## src/hdl/ksm_pkg.sv

```systemverilog
// ----------------------------------------------------------------------------
// ksm_pkg
// Shared constants, codes and types of the k-way sorted merge block.
// ----------------------------------------------------------------------------
`default_nettype none

package ksm_pkg;

    localparam int NUM_LISTS  = 8;
    localparam int LIST_DEPTH = 64;

    localparam int LIST_W    = (NUM_LISTS > 1) ? $clog2(NUM_LISTS) : 1;
    localparam int PTR_W     = (LIST_DEPTH > 1) ? $clog2(LIST_DEPTH) : 1;
    localparam int CNT_W     = $clog2(LIST_DEPTH + 1);
    localparam int ADDR_W    = LIST_W + PTR_W;
    localparam int MEM_DEPTH = NUM_LISTS << PTR_W;

    localparam int VAL_W  = 32;
    localparam int IDX_W  = 3;
    localparam int SRC_W  = 3;
    localparam int REQ_W  = 2;
    localparam int STAT_W = 2;

    localparam int IN_TDATA_W  = ((IDX_W + VAL_W + 7) / 8) * 8;
    localparam int OUT_TDATA_W = ((VAL_W + SRC_W + 7) / 8) * 8;

    typedef enum logic [REQ_W-1:0] {
        REQ_APPEND = 2'd0,
        REQ_POP    = 2'd1,
        REQ_CLEAR  = 2'd2
    } t_req;

    typedef enum logic [STAT_W-1:0] {
        STAT_OK    = 2'd0,
        STAT_FULL  = 2'd1,
        STAT_EMPTY = 2'd2
    } t_status;

    typedef struct packed {
        logic              clr;
        logic              rd_valid;
        logic [LIST_W-1:0] list;
    } t_scan_ctl;

    typedef struct packed {
        logic                     found;
        logic [LIST_W-1:0]        list;
        logic signed [VAL_W-1:0]  value;
    } t_scan_res;

endpackage

`default_nettype wire

```

## src/hdl/ksm_min_scan.sv

```systemverilog
// ----------------------------------------------------------------------------
// ksm_min_scan
// Running minimum over list heads as they return from the element RAM.
// ----------------------------------------------------------------------------
`default_nettype none

module ksm_min_scan (
    input  wire logic                            i_clk,
    input  wire logic                            i_rst_n,
    input  wire ksm_pkg::t_scan_ctl              i_ctl,
    input  wire logic [ksm_pkg::VAL_W-1:0]       i_rd_data,
    output ksm_pkg::t_scan_res                   o_res
);

    import ksm_pkg::*;

    logic                    r_found;
    logic [LIST_W-1:0]       r_best_list;
    logic signed [VAL_W-1:0] r_best_val;
    logic                    w_take;

    // strict less keeps the lowest list index on ties
    assign w_take = i_ctl.rd_valid && (!r_found || ($signed(i_rd_data) < r_best_val));

    always_ff @(posedge i_clk) begin
        if (!i_rst_n) begin
            r_found <= 1'b0;
        end else if (i_ctl.clr) begin
            r_found <= 1'b0;
        end else if (w_take) begin
            r_found <= 1'b1;
        end
    end

    always_ff @(posedge i_clk) begin
        if (!i_ctl.clr && w_take) begin
            r_best_list <= i_ctl.list;
            r_best_val  <= $signed(i_rd_data);
        end
    end

    assign o_res.found = r_found;
    assign o_res.list  = r_best_list;
    assign o_res.value = r_best_val;

endmodule

`default_nettype wire

```

## config.mk

```make
export PLATFORM = sky130hd
export DESIGN_NAME = ksm_min_scan
export DESIGN_NICKNAME = d
export VERILOG_FILES = /design/src/hdl/ksm_pkg.sv /design/src/hdl/ksm_min_scan.sv
export SDC_FILE = /design/constraint.sdc
export NUM_CORES = 1
export LEC_CHECK = 0
export BUFFER_PORTS_ARGS = -buffer_cell sky130_fd_sc_hd__buf_2
export CORE_MARGIN = 2
export CORE_UTILIZATION = 52
export CTS_CLUSTER_SIZE = 30
export DETAILED_ROUTE_END_ITERATION = 8
export PLACE_DENSITY = 0.91
export RECOVER_POWER = 50
export SLEW_MARGIN = 40
export SYNTH_ARGS = -nofsm -noshare
export SYNTH_HDL_FRONTEND = slang
export SYNTH_SLANG_ARGS = --single-unit
```

## constraint.sdc

```tcl
create_clock -name i_clk -period 10.2 [get_ports i_clk]
set_input_delay 1.02 -clock i_clk [delete_from_list [all_inputs] [get_ports i_clk]]
set_output_delay 1.02 -clock i_clk [all_outputs]
set_load 0.01 [all_outputs]
```

==> results.toml <==
[routing]
wirelength_met1_um = 1610
drt_first_pass_iters = 4
dr_wl_met2_um = 1910
top_layer_used = "met4"
drt_iter0_drc = 58
drc = 0
wire_per_inst_um = 13.7
ant_nets = 0
wl_um = 3900
num_vias = 1444
met3_length_um = 265
avgViaCountPerCell = 5.07

[worst_setup_path]
cpPeakStageDelay_ps = 440
worst-setup-path-type = "input pin to flip-flop"
endpoint_kind = "flip-flop"
crit_chain = "clkbuf_1, ha_1, nand4_1, nor2_1, a221o_1, a211o_1, nor2b_4, nor4_4, buf_4"
worst-path-stages = 9
cp_top_family = "simple AND/OR/NAND/NOR gates"
cp-startpoint = "i_rd_data[31]"
crit_required_ps = 10160
cp_slowest_cell = "nor4_4"
critPathBufInv = 2
startpoint_type = "input pin"
reg2reg_depth = 9
worstPathArrival_ps = 3230
rrSetupSlack_ps = 7390
cp_max_fo = 20
reg2reg_from = "r_best_val[31]"

[clocking]
cts_root_buffer = "clkbuf_8"
max-clock-path-buffers = 2
postCtsSetupBuffers = 0
cts-hold-fix-buffers = 0
tritoncts = "built"
clk_latency_ps = 280
cts_resized = 0
numCtsBuffers = 5
path_clk_slew_ps = 70
cts.sinks = 36
htree_levels = 2

[synth]
syn_avg_cell_area_um2 = 12.4
synth_edf_count = 35
synth_area_leaders = "edfxtp_1, ha_1, inv_1"
synth_area_leader_cell = "edfxtp_1"
netlist_instances = 154
ys.warnings.count = 0
synthArstFlopShare_pct = 0
yosysMostFrequentCell = "edfxtp_1"
ys_ff_latch = 36
ys_top_cells_by_count = "edfxtp_1, inv_1, ha_1"
syn-num-nets = 224
ys_seq_area_share_pct = 55.9
synthFlopType = "edfxtp_1"
syn-cell-area_um2 = 1920
synth_top_area_share_pct = 54.9
ys_types = 26

[placement]
place_congestion = 0.822
hpwl_um = 3190
dp.cells = 277
portBuffers = 74

[sta]
fmax_mhz = 306
finClkSkew_ps = 10.0
slew_viol_final = 0
finalCriticalPeriod_ps = 3270
max_slew.worst_pin.slew_ps = 587
relSlewSlack_pct = 60.6
hold_viol = 0
setup_viol_count_final = 0
final.setup.tns_ps = 0
rsz0062_at_grt = "no"
finalCritPeriodShare_pct = 32.0

[floorplan]
io_pins = 75
initial_utilization_pct = 53.1
die_w_um = 64.7
die_height_um = 64.7
dieArea_um2 = 4190
core_um2 = 3610
rows = 22

[flow_run]
drv_cap = 0

[global_route]
antenna_found_initial = 0
grt_pass1_wl_um = 6350
grt.total_usage_pct = 20.3
grt_max_degree = 21
grt_pass1_vias = 1480
grt_overflow = 0

[hold_path]
holdPathStages = 2
hp-class = "flip-flop to flip-flop"
hp-start = "r_found"

[layout]
syn_to_final_growth_pct = 26.1
fin_nets = 306
antenna_cells = 0
drive_gt1_share_pct = 17.3
layout.cells.non_filler = 285
multi_input_area_um2 = 726
layout.area.seq_um2 = 1070
fillers = 297

[power]
power_leakage_nw = 1.07
vdd_ir_drop_max_mv = 0.0932
p_per_area_nw_per_um2 = 141

[status]
outcome = "finished, final reports clean"
-- worst paths after layout --
check                    to
max          r_best_val[23]
min                 r_found
max reg2reg  r_best_val[23]
min reg2reg         r_found
-- layout make-up --
class	count	share of cell area (%)
clock buffers	6	3.01
multi-input cells	85	30.1
repair buffers	76	13.7
flip-flops and latches	36	44.4
clock inverters	2	1.45
inverters	32	4.97
well taps	48	2.49
-- power breakdown --
group / switching (mW) / internal (mW) / leakage [nW]
combinational: 0.0270 / 0.0200 / 0.681
clock: 0.0483 / 0.0725 / 0.0552
sequential: 0.00323 / 0.171 / 0.336
total: 0.0786 / 0.263 / 1.07
-- logic make-up after synthesis --
kind of cell / synth area share, %
DFF: 55.9
buffers and inverters: 6.66
adders and majority gates: 20.2
AOI/OAI and AO/OA: 8.82
and+or+nand+nor: 8.36
-- layer usage --
metal,vias to the layer above,global-route usage [%]
met5,-,0
met2,58,34.5
met1,654,23.5
li1,720,-
met3,12,5.56
met4,0,10.6
-- placed cells by master, fill, tap and decap left out, drive strengths merged --
master / n
nand4: 6
nor2: 3
a221o: 1
o211ai: 1
a21o: 2
nand2: 7
nor2b: 1
bufinv: 1
a211o: 1
o21ai: 6
buf: 29
nor3: 1
clkinv: 1
nand2b: 2
nand3: 3
a2111oi: 2
nor3b: 2
dfxtp: 1
inv: 32
clkbuf: 53
edfxtp: 35
ha: 31
nor4: 2
a21oi: 14
-- worst min-delay path: stages (launching register included) --
cell and delay [ps]:
dfxtp_1 360, nor2_1 130, nor3b_1 60
-- through the flow --
stage / area, um^2 / total power [mW] / utilization [%] / hold slack (ps) / setup slack (ps)
2_1_floorplan: 1920 / 0.203 / - / 493 / 5600
3_3_place_gp: 2350 / 0.223 / 65.3 / 544 / 6340
3_5_place_dp: 2370 / 0.226 / 65.6 / 575 / 6610
4_1_cts: 2470 / 0.346 / 68.6 / 586 / 6910
5_1_grt: 2410 / 0.358 / 67.0 / 630 / 6780
6_report: 2410 / 0.342 / 67.0 / 583 / 6930
-- flip-flops by register name (all words and copies together), names as in the netlist --
signal / flops
r_best_list: 3
r_best_val: 32
r_found: 1
Power figures use the tool's default switching activity.
